File: config.mk
export PLATFORM = sky130hd
export DESIGN_NAME = indexed_insert_delete_list
export DESIGN_NICKNAME = d
export VERILOG_FILES = /design/src/design/iil_pkg.sv /design/src/design/indexed_insert_delete_list.sv /design/src/design/iil_ram.sv
export SDC_FILE = /design/constraint.sdc
export NUM_CORES = 1
export LEC_CHECK = 0
export ABC_AREA = 1
export BUFFER_PORTS_ARGS = -buffer_cell sky130_fd_sc_hd__buf_2
export CORE_MARGIN = 3
export CORE_UTILIZATION = 45
export DETAILED_ROUTE_END_ITERATION = 8
export PLACE_DENSITY = 0.59
export SLEW_MARGIN = 30
export SYNTH_ARGS = -nofsm -noshare
export SYNTH_HDL_FRONTEND = slang
export SYNTH_SLANG_ARGS = --single-unit
File: constraint.sdc
create_clock -name clk_i -period 4.58 [get_ports clk_i]
set_clock_uncertainty 0.05 [all_clocks]
set_input_delay 0.687 -clock clk_i [delete_from_list [all_inputs] [get_ports clk_i]]
set_output_delay 0.687 -clock clk_i [all_outputs]
set_load 0.1 [all_outputs]
File: src/design/iil_pkg.sv
// Shared types and constants of the indexed insert/delete list.
`default_nettype none

package iil_pkg;

  localparam int unsigned CapacityDef    = 32;
  localparam int unsigned EntryWidthDef  = 32;
  localparam int unsigned ListLimit      = 32;
  localparam logic [31:0] CompareMaskRst = 32'hFFFF_FFFF;

  typedef enum logic [1:0] {
    ACT_INSERT  = 2'd0,
    ACT_DEL_POS = 2'd1,
    ACT_DEL_VAL = 2'd2,
    ACT_LIST    = 2'd3
  } action_e;

  typedef enum logic [1:0] {
    ST_OK   = 2'd0,
    ST_BAD  = 2'd1,
    ST_FULL = 2'd2
  } status_e;

  typedef enum logic [1:0] {
    S_IDLE,
    S_WALK,
    S_INSWR,
    S_RESP
  } state_e;

endpackage

`default_nettype wire

File: src/design/indexed_insert_delete_list.sv
// Indexed insert/delete list: one memory of entries plus a walk sequencer.
//
// Usage: an ordered list of up to CAPACITY entries held in one RAM. Each
// input transfer (action, position, value) is one command: insert at a
// position (a position past the end appends, a full list answers status
// full), delete at a position (a position not below the count answers
// status bad), delete every entry equal to value under compare_mask (an
// empty list answers status bad), or list all entries. Every command but a
// list answers with one result transfer marked last; a list gives one
// transfer per entry (at most 32) with its index, the final one marked last,
// or one empty transfer when the list holds nothing. entry_count always
// carries the count after the command.
// Timing: commands are taken one at a time. Shifting, compaction and listing
// move one entry per cycle through the RAM read port, save that a stalled
// result side holds the output register and, while listing, pauses the walk
// with the read data held in the RAM output register.
// Reset: count goes to zero and compare_mask to all ones at once; the RAM is
// not cleared, since only entries below the count are ever read.
// The user must write compare_mask through cfg_we_i/cfg_wdata_i only while
// the block idles; the block itself does not enforce this.
`default_nettype none

module indexed_insert_delete_list #(
  parameter int unsigned CAPACITY    = iil_pkg::CapacityDef,
  parameter int unsigned ENTRY_WIDTH = iil_pkg::EntryWidthDef
) (
  input  wire logic        clk_i,
  input  wire logic        rst_ni,
  // command channel
  input  wire logic        in_valid_i,
  output logic             in_ready_o,
  input  wire logic [1:0]  action_i,
  input  wire logic [7:0]  position_i,
  input  wire logic [31:0] value_i,
  // configuration
  input  wire logic        cfg_we_i,
  input  wire logic [31:0] cfg_wdata_i,
  // result channel
  output logic             out_valid_o,
  input  wire logic        out_ready_i,
  output logic [1:0]       status_o,
  output logic [31:0]      element_o,
  output logic [4:0]       element_index_o,
  output logic             has_element_o,
  output logic             last_o,
  output logic [5:0]       entry_count_o
);

  localparam int unsigned AW = $clog2(CAPACITY);
  localparam int unsigned CW = $clog2(CAPACITY + 1);

  iil_pkg::state_e  state_q, state_d;
  iil_pkg::action_e op_q, op_d, act_in;

  logic [CW-1:0]          count_q, count_d;
  logic [CW-1:0]          pos_q, pos_d;
  logic [ENTRY_WIDTH-1:0] val_q, val_d;
  logic [31:0]            cmp_q, cmp_d;
  logic [31:0]            mask_q;
  logic [1:0]             status_q, status_d;
  logic [AW-1:0]          rd_ptr_q, rd_ptr_d;
  logic [CW-1:0]          rd_left_q, rd_left_d;
  logic [CW-1:0]          kept_q, kept_d;
  logic                   s1_vld_q, s1_vld_d;
  logic [AW-1:0]          s1_addr_q, s1_addr_d;

  logic                   out_vld_q;
  logic [1:0]             out_status_q;
  logic [31:0]            out_elem_q;
  logic [4:0]             out_idx_q;
  logic                   out_has_q, out_last_q;
  logic [5:0]             out_count_q;

  // RAM port
  logic                   ram_we, ram_re;
  logic [AW-1:0]          ram_waddr, ram_raddr;
  logic [ENTRY_WIDTH-1:0] ram_wdata, ram_rdata;
  logic [63:0]            rdata_ext;
  logic [31:0]            rdata32;

  // control
  logic          accept, out_free, stall, issue, walk_done, list_load, keep;
  logic          full, pos_past, del_ok;
  logic [CW-1:0] pos_in, pos_eff, ins_left, del_left, list_n;

  assign act_in    = iil_pkg::action_e'(action_i);
  assign accept    = in_valid_i && in_ready_o;
  assign out_free  = !out_vld_q || out_ready_i;
  assign rdata_ext = 64'(ram_rdata);
  assign rdata32   = rdata_ext[31:0];

  // command decode against the current count
  assign pos_in   = CW'(position_i);
  assign full     = count_q >= CW'(CAPACITY);
  assign pos_past = 32'(position_i) > 32'(count_q);
  assign del_ok   = 32'(position_i) < 32'(count_q);
  assign pos_eff  = pos_past ? count_q : pos_in;
  assign ins_left = count_q - pos_eff;
  assign del_left = count_q - pos_in - CW'(1);
  assign list_n   = (32'(count_q) > iil_pkg::ListLimit) ? CW'(iil_pkg::ListLimit) : count_q;

  // walk pipeline: stage 0 issues a read, stage 1 sees the data
  assign stall     = s1_vld_q && (op_q == iil_pkg::ACT_LIST) && !out_free;
  assign issue     = (state_q == iil_pkg::S_WALK) && (rd_left_q != '0) && !stall;
  assign walk_done = (state_q == iil_pkg::S_WALK) && (rd_left_q == '0) && !s1_vld_q;
  assign keep      = (rdata32 & mask_q) != (cmp_q & mask_q);
  assign list_load = (state_q == iil_pkg::S_WALK) && s1_vld_q &&
                     (op_q == iil_pkg::ACT_LIST) && out_free;

  // next state
  always_comb begin
    state_d = state_q;
    case (state_q)
      iil_pkg::S_IDLE: begin
        if (in_valid_i) begin
          case (act_in)
            iil_pkg::ACT_INSERT: begin
              if (full) state_d = iil_pkg::S_RESP;
              else if (ins_left != '0) state_d = iil_pkg::S_WALK;
              else state_d = iil_pkg::S_INSWR;
            end
            iil_pkg::ACT_DEL_POS: begin
              if (del_ok && (del_left != '0)) state_d = iil_pkg::S_WALK;
              else state_d = iil_pkg::S_RESP;
            end
            iil_pkg::ACT_DEL_VAL,
            iil_pkg::ACT_LIST: begin
              if (count_q == '0) state_d = iil_pkg::S_RESP;
              else state_d = iil_pkg::S_WALK;
            end
            default: state_d = iil_pkg::S_RESP;
          endcase
        end
      end
      iil_pkg::S_WALK: begin
        if (walk_done) begin
          case (op_q)
            iil_pkg::ACT_INSERT: state_d = iil_pkg::S_INSWR;
            iil_pkg::ACT_LIST:   state_d = iil_pkg::S_IDLE;
            default:             state_d = iil_pkg::S_RESP;
          endcase
        end
      end
      iil_pkg::S_INSWR: state_d = iil_pkg::S_RESP;
      iil_pkg::S_RESP: begin
        if (out_free) state_d = iil_pkg::S_IDLE;
      end
      default: state_d = iil_pkg::S_IDLE;
    endcase
  end

  // outputs of the sequencer: handshake and RAM port
  always_comb begin
    in_ready_o = (state_q == iil_pkg::S_IDLE);
    ram_re     = issue;
    ram_raddr  = rd_ptr_q;
    ram_we     = 1'b0;
    ram_waddr  = s1_addr_q;
    ram_wdata  = ram_rdata;
    case (state_q)
      iil_pkg::S_WALK: begin
        if (s1_vld_q) begin
          case (op_q)
            iil_pkg::ACT_INSERT: begin
              ram_we    = 1'b1;
              ram_waddr = s1_addr_q + AW'(1);
            end
            iil_pkg::ACT_DEL_POS: begin
              ram_we    = 1'b1;
              ram_waddr = s1_addr_q - AW'(1);
            end
            iil_pkg::ACT_DEL_VAL: begin
              // compact survivors toward the front
              ram_we    = keep;
              ram_waddr = AW'(kept_q);
            end
            default: ram_we = 1'b0;
          endcase
        end
      end
      iil_pkg::S_INSWR: begin
        ram_we    = 1'b1;
        ram_waddr = AW'(pos_q);
        ram_wdata = val_q;
      end
      default: ram_we = 1'b0;
    endcase
  end

  // datapath next values
  always_comb begin
    op_d      = op_q;
    pos_d     = pos_q;
    val_d     = val_q;
    cmp_d     = cmp_q;
    status_d  = status_q;
    count_d   = count_q;
    rd_ptr_d  = rd_ptr_q;
    rd_left_d = rd_left_q;
    kept_d    = kept_q;
    s1_vld_d  = issue || (s1_vld_q && stall);
    s1_addr_d = issue ? rd_ptr_q : s1_addr_q;

    if (accept) begin
      op_d     = act_in;
      val_d    = ENTRY_WIDTH'(64'(value_i));
      cmp_d    = value_i;
      pos_d    = pos_eff;
      kept_d   = '0;
      status_d = iil_pkg::ST_OK;
      case (act_in)
        iil_pkg::ACT_INSERT: begin
          if (full) status_d = iil_pkg::ST_FULL;
          rd_ptr_d  = AW'(count_q - CW'(1));
          rd_left_d = ins_left;
        end
        iil_pkg::ACT_DEL_POS: begin
          rd_ptr_d  = AW'(pos_in + CW'(1));
          rd_left_d = del_left;
          if (!del_ok) begin
            status_d  = iil_pkg::ST_BAD;
            rd_left_d = '0;
          end else if (del_left == '0) begin
            // last entry goes: nothing to shift
            count_d = count_q - CW'(1);
          end
        end
        iil_pkg::ACT_DEL_VAL: begin
          if (count_q == '0) status_d = iil_pkg::ST_BAD;
          rd_ptr_d  = '0;
          rd_left_d = count_q;
        end
        iil_pkg::ACT_LIST: begin
          rd_ptr_d  = '0;
          rd_left_d = list_n;
        end
        default: rd_left_d = '0;
      endcase
    end

    if (issue) begin
      rd_left_d = rd_left_q - CW'(1);
      if (op_q == iil_pkg::ACT_INSERT) rd_ptr_d = rd_ptr_q - AW'(1);
      else rd_ptr_d = rd_ptr_q + AW'(1);
    end

    if (ram_we && (state_q == iil_pkg::S_WALK) && (op_q == iil_pkg::ACT_DEL_VAL)) begin
      kept_d = kept_q + CW'(1);
    end

    if (walk_done) begin
      case (op_q)
        iil_pkg::ACT_DEL_POS: count_d = count_q - CW'(1);
        iil_pkg::ACT_DEL_VAL: count_d = kept_q;
        default:              count_d = count_q;
      endcase
    end

    if (state_q == iil_pkg::S_INSWR) count_d = count_q + CW'(1);
  end

  always_ff @(posedge clk_i or negedge rst_ni) begin
    if (!rst_ni) begin
      state_q   <= iil_pkg::S_IDLE;
      count_q   <= '0;
      mask_q    <= iil_pkg::CompareMaskRst;
      rd_left_q <= '0;
      s1_vld_q  <= 1'b0;
      out_vld_q <= 1'b0;
    end else begin
      state_q   <= state_d;
      count_q   <= count_d;
      rd_left_q <= rd_left_d;
      s1_vld_q  <= s1_vld_d;
      if (cfg_we_i) mask_q <= cfg_wdata_i;
      if (list_load || ((state_q == iil_pkg::S_RESP) && out_free)) begin
        out_vld_q <= 1'b1;
      end else if (out_ready_i) begin
        out_vld_q <= 1'b0;
      end
    end
  end

  // payload registers
  always_ff @(posedge clk_i) begin
    op_q      <= op_d;
    pos_q     <= pos_d;
    val_q     <= val_d;
    cmp_q     <= cmp_d;
    status_q  <= status_d;
    rd_ptr_q  <= rd_ptr_d;
    kept_q    <= kept_d;
    s1_addr_q <= s1_addr_d;
    if (list_load) begin
      out_status_q <= iil_pkg::ST_OK;
      out_elem_q   <= rdata32;
      out_idx_q    <= 5'(s1_addr_q);
      out_has_q    <= 1'b1;
      out_last_q   <= (rd_left_q == '0);
      out_count_q  <= 6'(count_q);
    end else if ((state_q == iil_pkg::S_RESP) && out_free) begin
      out_status_q <= status_q;
      out_elem_q   <= '0;
      out_idx_q    <= '0;
      out_has_q    <= 1'b0;
      out_last_q   <= 1'b1;
      out_count_q  <= 6'(count_q);
    end
  end

  iil_ram #(
    .WIDTH(ENTRY_WIDTH),
    .DEPTH(CAPACITY)
  ) u_ram (
    .clk_i  (clk_i),
    .we_i   (ram_we),
    .waddr_i(ram_waddr),
    .wdata_i(ram_wdata),
    .re_i   (ram_re),
    .raddr_i(ram_raddr),
    .rdata_o(ram_rdata)
  );

  assign out_valid_o     = out_vld_q;
  assign status_o        = out_status_q;
  assign element_o       = out_elem_q;
  assign element_index_o = out_idx_q;
  assign has_element_o   = out_has_q;
  assign last_o          = out_last_q;
  assign entry_count_o   = out_count_q;

  // the RAM is only touched by the walk and the final insert write
  a_no_write_idle: assert property (@(posedge clk_i) disable iff (!rst_ni)
    (state_q == iil_pkg::S_IDLE || state_q == iil_pkg::S_RESP) |-> !ram_we)
    else $error("RAM write outside a command");

  // walk reads and writes never meet at one entry
  a_no_rw_clash: assert property (@(posedge clk_i) disable iff (!rst_ni)
    (ram_we && ram_re) |-> (ram_waddr != ram_raddr))
    else $error("RAM read and write at the same entry");

  a_count_range: assert property (@(posedge clk_i) disable iff (!rst_ni)
    32'(count_q) <= CAPACITY)
    else $error("entry count beyond capacity");

  a_stage_in_walk: assert property (@(posedge clk_i) disable iff (!rst_ni)
    s1_vld_q |-> (state_q == iil_pkg::S_WALK))
    else $error("read data pending outside a walk");

  a_list_count_kept: assert property (@(posedge clk_i) disable iff (!rst_ni)
    (state_q == iil_pkg::S_WALK && op_q == iil_pkg::ACT_LIST) |=> $stable(count_q))
    else $error("count changed while listing");

endmodule

`default_nettype wire

File: src/design/iil_ram.sv
// Generic single-write, single-read RAM with registered read data.
`default_nettype none

module iil_ram #(
  parameter int unsigned WIDTH = 32,
  parameter int unsigned DEPTH = 32
) (
  input  wire logic                     clk_i,
  input  wire logic                     we_i,
  input  wire logic [$clog2(DEPTH)-1:0] waddr_i,
  input  wire logic [WIDTH-1:0]         wdata_i,
  input  wire logic                     re_i,
  input  wire logic [$clog2(DEPTH)-1:0] raddr_i,
  output logic      [WIDTH-1:0]         rdata_o
);

  logic [WIDTH-1:0] mem_q [DEPTH];

  always_ff @(posedge clk_i) begin
    if (we_i) begin
      mem_q[waddr_i] <= wdata_i;
    end
    // hold read data while no read is issued
    if (re_i) begin
      rdata_o <= mem_q[raddr_i];
    end
  end

endmodule

`default_nettype wire

=== Word level (Yosys, flattened, before mapping) ===
Memories as Yosys holds them, arrays and structs flattened. A register that Yosys moved wholly into a read port is not among the register bits.
Cells that the tools add are included.

* Output and inout port bits: 49
* Bits in registers: 152
* Logic and storage cells: 147
* Bits of input ports: 79
* RAM bits: 1024
* Memories: 1

* Add/subtract/negate cells: 12
* Bitwise logic cells: 2
* Equal/unequal tests: 14
* Reduce and logical (&&, ||, !) cells: 43
* Magnitude comparators: 4
* Mux-type cells: 52

{| class="wikitable"
|+ Memories
! memory !! depth !! bits a word !! rd ports !! clocked after memory_dff !! wr ports !! RTL line !! text
|-
| u_ram.mem_q || 32 || 32 || 1 || 1 || 1 || iil_ram.sv:17 || <nowiki>logic [WIDTH-1:0] mem_q [DEPTH];</nowiki>
|}

{| class="wikitable"
|+ Operators with widths
! operator !! number
|-
| $mux W32 || 3
|-
| $mux W6 || 15
|-
| $and A32 B32 Y32 || 2
|-
| $ne A32 B32 Y1 || 1
|-
| $mux W5 || 6
|-
| $pmux W5 S3 || 2
|-
| $pmux W6 S4 || 1
|-
| $logic_not A6 Y1 || 3
|-
| $reduce_bool A6 Y1 || 3
|-
| $sub A6 B1 Y6 const B || 3
|-
| $mux W2 || 8
|-
| $add A5 B1 Y5 const B || 3
|-
| $logic_and A1 B1 Y1 || 15
|-
| $add A6 B1 Y6 const B || 2
|-
| $eq A2 B2 Y1 const B || 6
|-
| $pmux W2 S3 || 2
|-
| $pmux W6 S2 || 1
|-
| $reduce_bool A3 Y1 || 4
|-
| $sub A6 B6 Y6 || 2
|-
| $pmux W5 S2 || 1
|-
| $sub A5 B1 Y5 const B || 2
|-
| $mux W1 || 9
|-
| $gt A8 B6 Y1 || 1
|-
| $lt A8 B6 Y1 || 1
|-
| 15 further kinds || 31
|}

=== Longest topological paths before layout ===
* Depth after elaboration: 9
* Gate-level depth with buffers: 24
* Depth with buffers taken out: 22

=== Hierarchy ===
A second synthesis with hierarchy kept.

* Cell total of the unflattened synthesis: 4469
* Area total of the unflattened synthesis: 51211.6 µm²

{| class="wikitable"
|+ By module, submodules not included
! module !! seq. area each (µm²) !! area each (µm²) !! times used !! cells each
|-
| iil_ram || 31710.4 || 42726.0 || 1 || 3536
|-
| indexed_insert_delete_list || 4334.2 || 8485.6 || 1 || 933
|}

=== Worst setup path before layout ===
OpenSTA, ideal clock, no wires.

* Path type: register to register
* Start point: reg op_q[1]
* End point: mem u_ram.mem_q[7][0], enable pin
* Path buffers: 0
* Stages on the path, launching flop included: 20
* Path slack: 0.721 ns
* Data required time: 4.109 ns
* Library setup time: 0.421 ns
* Data arrival time: 3.388 ns
* Clock period less this slack: 3.859 ns
* Cell sequence: edfxtp_1 -> inv_1 -> ha_1 -> inv_1 -> fa_1 -> inv_1 -> nand2_1 -> nand2_1 -> nand2_1 -> nand2_1 -> nand2_1 -> nand3_1 -> nand2_1 -> nand2_1 -> nand2_1 -> nand2_1 -> nand2_1 -> inv_1 -> nand2_1 -> nor2_1

* Longest elaborated chain between the ends: 7
* Elaborated cells between the ends (all ways): 12
* Classes of those cells: 2 x eq/ne; 8 x mux; 2 x reduce/logical

{| class="wikitable"
|+ Ends and longest elaborated chain
! what !! RTL line !! text
|-
| from (decl) || indexed_insert_delete_list.sv:53 || <nowiki>iil_pkg::action_e op_q, op_d, act_in;</nowiki>
|-
| from (signal assigned) || indexed_insert_delete_list.sv:286 || <nowiki>op_q <= op_d;</nowiki>
|-
| $eq A2 B1 Y1 or $logic_not A2 Y1 (tied branches) || indexed_insert_delete_list.sv:163 || <nowiki>case (op_q)</nowiki>
|-
| $reduce_or A2 Y1 (no source line) || n/a ||
|-
| $pmux W1 S2 || indexed_insert_delete_list.sv:163 ||
|-
| $mux W1 || indexed_insert_delete_list.sv:162 || <nowiki>if (s1_vld_q) begin</nowiki>
|-
| $pmux W1 S2 || indexed_insert_delete_list.sv:160 || <nowiki>case (state_q)</nowiki>
|-
| $mux W1 || iil_ram.sv:20 || <nowiki>if (we_i) begin</nowiki>
|-
| $mux W1 (not written as such) || iil_ram.sv:21 || <nowiki>mem_q[waddr_i] <= wdata_i;</nowiki>
|-
| to (decl) || iil_ram.sv:17 ||
|}

Parallel ways exist; a longest one is shown, timed or not.

=== Final worst setup path ===
* Start point: reg op_q[1]
* End point: mem u_ram.mem_q[31][29], enable pin

The elaborated chain is that of the path after synthesis.

==> metrics.yaml <==
drc_errors: 0
cts_root_buf: "clkbuf_16"
wire_per_inst_um: 25.8
ys_warn_count: 0
critPathLaunchType: "register"
total_power_w: 0.0415
clkLatencyLatePin_ns: 0.71
hold_viol: 0
setup_viol: 0
synthTopCellsByCount: "edfxtp_1 (1,157), nor2_1 (689), o21ai_0 (601), nand2_1 (245), o221ai_1 (203)"
p_sw_w: 0.0164
drtIter0Drc: 3691
yosys_register_bits: 1208
yosys_most_used_dff: "edfxtp_1"
nNetsFinal: 4046
seq_area_um2: 36000
worst_pin_slew_ns: 1.01
fp-row-count: 120
async_reset_ff_share_pct: 3.97
antenna_left: 0
startpoint: "op_q[1]"
h-tree-depth: 3
p_int_w: 0.0251
globalRouteTotalUtil_pct: 24.5
start_util_pct: 45.6
grt_antenna_before_repair: 5
dr.pass1.iters: 6
leakagePower_nw: 19.0
hold_class: "in -> async"
gp_congestion: 0.854
grt_max_degree: 195
yosysMostFrequentCell: "edfxtp_1"
fmax_mhz: 254
rrSetupSlack_ns: 0.64
grt_pass1_wl_um: 205000
synthesis.area_um2: 49200
synth_edf_count: 1157
dieArea_um2: 113000
crit_top_cell: "inv_1"
rsz0062_at_grt: "no"
grt_pass1_vias: 30300
post-route-cell-area_um2: 56400
portBuffers: 127
seq_area_frac_synth_pct: 73.3
cp.required_ns: 4.95
ioPinCount: 128
grt-ovfl-total: 0
syn_avg_cell_area_um2: 13.0
synth.largest_area_cell: "edfxtp_1"
seqPwrFrac_pct: 38.2
end_kind: "register"
max_stage_delay_ns: 0.65
cts.sinks: 1208
ir_worst_vdd_mv: 0.654
fin_cells: 5430
reg2reg_to: "u_ram.mem_q[31][29]"
clock_power_share_pct: 24.5
timing.final.crit_period_ns: 3.94
dpl_cell_area_um2: 52200
fin_crit_sh_pct: 86.0
synth_nets: 3915
pwr-share-comb_pct: 37.3
path_max_fanout: 10
worstReg2RegStart: "op_q[1]"
cts_resized: 0
drv_cap: 0
syn_inst: 3795
drive_gt1_share_pct: 14.5
cp_top_family: "simple AND/OR/NAND/NOR gates"
die_x_um: 337
critPathBufInv: 4
clk_pin_slew_ns: 0.06
relSlewSlack_pct: 32.7
dp_hpwl_um: 77100
hold_ws_ns: 0.0496
ctsHoldBuffers: 0
ys_top_cells_by_area: "edfxtp_1 (71%), o21ai_0 (6.1%), nor2_1 (5.3%), o221ai_1 (3.6%), nand2_1 (1.9%)"
num_vias: 32100
crit_type: "reg -> reg"
crit_chain: "inv_1 > ha_1 > inv_1 > fa_1 > inv_1 > nor2_1 > nor2_1 > o221ai_1 > a22oi_1 > nand2_1 > nor2_4 > buf_4"
wirelength_um: 140000
outcome: "finished, final reports clean"
rr_worst_depth: 12
dp.cells: 5203
n_fill_cell: 9008
power.share.switching_pct: 39.6
setup_tns_ns: 0
cts_tree: "yes"
slowest_stage: "nor2_4"
post-cts-setup-buffers: 0
core_um2: 108000
critPathArrivalTime_ns: 4.31
synth.distinct_cells: 47
power_density_nw_per_um2: 737
area_growth_pct: 14.7
cts_made_buffers: 121
die_h_um: 337
slew_viol_final: 0
clock_path_buffers: 3
multi_input_area_um2: 11900
via_per_inst: 5.91
synth_top_area_share_pct: 70.6
metrics by stage:
step                      util (%)  setup WS, ns
after floorplan                  -         0.721
after global placement        48.4         0.478
after detailed placement      48.5         0.467
after CTS                     52.2         0.618
after global routing          52.3         0.325
final                         52.3         0.640
per-layer routing:
metal	global-route usage [%]	vias up	routed length, um
met5	0	-	0
met4	6.84	0	3490
met3	4.06	228	11900
met2	37.8	1474	63200
met1	36.0	16000	61700
li1	-	14400	-
logic make-up after synthesis:
| family | after synthesis | share of synthesized area, % |
|---|---|---|
| adders and majority gates | 41 | 1.10 |
| xor gates and xnor gates | 24 | 0.427 |
| DFF | 1208 | 73.3 |
| AOI/OAI and AO/OA | 1015 | 12.3 |
| and+or+nand+nor | 1080 | 8.78 |
| buffers and inverters | 395 | 3.34 |
| muxes | 32 | 0.733 |
registers in the layout, indices dropped and copies added, names as in the netlist, 6 cells and up, named ones only:
| name | cells |
|---|---|
| entry_count_o | 6 |
| element_o | 32 |
| kept_q | 6 |
| u_ram.mem_q | 1024 |
| cmp_q | 32 |
| count_q | 6 |
| mask_q | 32 |
| rd_left_q | 6 |
| u_ram.rdata_o | 32 |
power by group through the flow:
stage | Clock (W) | Sequential, W | Combinational (W)
2_1_floorplan | 0 | 0.0169 | 0.00845
3_3_place_gp | 0 | 0.0161 | 0.0150
3_5_place_dp | 0 | 0.0161 | 0.0152
4_1_cts | 0.0104 | 0.0159 | 0.0152
5_1_grt | 0.0108 | 0.0160 | 0.0168
6_report | 0.0102 | 0.0159 | 0.0155
cell usage in the layout (no fill, tap or decap), drive strengths merged, types with 2 or more instances in the layout:
| cell type | netlist | final |
|---|---|---|
| a211oi | 2 | 2 |
| nor4 | 2 | 2 |
| a31oi | 52 | 52 |
| mux2 | 32 | 32 |
| dfrtp | 16 | 16 |
| fa | 4 | 4 |
| clkinvlp | 0 | 5 |
| o22ai | 61 | 61 |
| a21oi | 42 | 42 |
| dfstp | 32 | 32 |
| clkbuf | 157 | 147 |
| buf | 87 | 252 |
| bufinv | 0 | 19 |
| nor3 | 8 | 8 |
| nand3 | 123 | 123 |
| dfxtp | 3 | 3 |
| nand2 | 245 | 245 |
| o211ai | 3 | 3 |
| ha | 37 | 37 |
| clkinv | 2 | 50 |
| nand4 | 5 | 5 |
| a22oi | 18 | 18 |
| o221ai | 203 | 203 |
| edfxtp | 1157 | 1157 |
| xor2 | 16 | 16 |
| inv | 149 | 153 |
| xnor2 | 8 | 8 |
| o21ai | 631 | 631 |
| nor2 | 694 | 694 |
area by class of cell:
type	instances	share of cell area, %
Tap cell	1403	3.11
Timing Repair Buffer	252	3.60
Antenna cell	1	0.00444
Inverter	151	1.06
Multi-Input combinational cell	2192	21.1
Clock buffer	147	5.62
Clock inverter	76	1.60
Sequential cell	1208	63.9
worst max-delay path by stage:
stage                               end  slack (ns)  depth (start not counted)
CTS                 u_ram.mem_q[31][12]        0.62                         12
global route                 state_q[1]        0.32                         18
global placement             state_q[1]        0.48                         19
floorplan             u_ram.mem_q[7][0]        0.72                         19
finish              u_ram.mem_q[31][29]        0.64                         12
detailed placement           state_q[1]        0.47                         19
(Power assumes the default switching activity.)
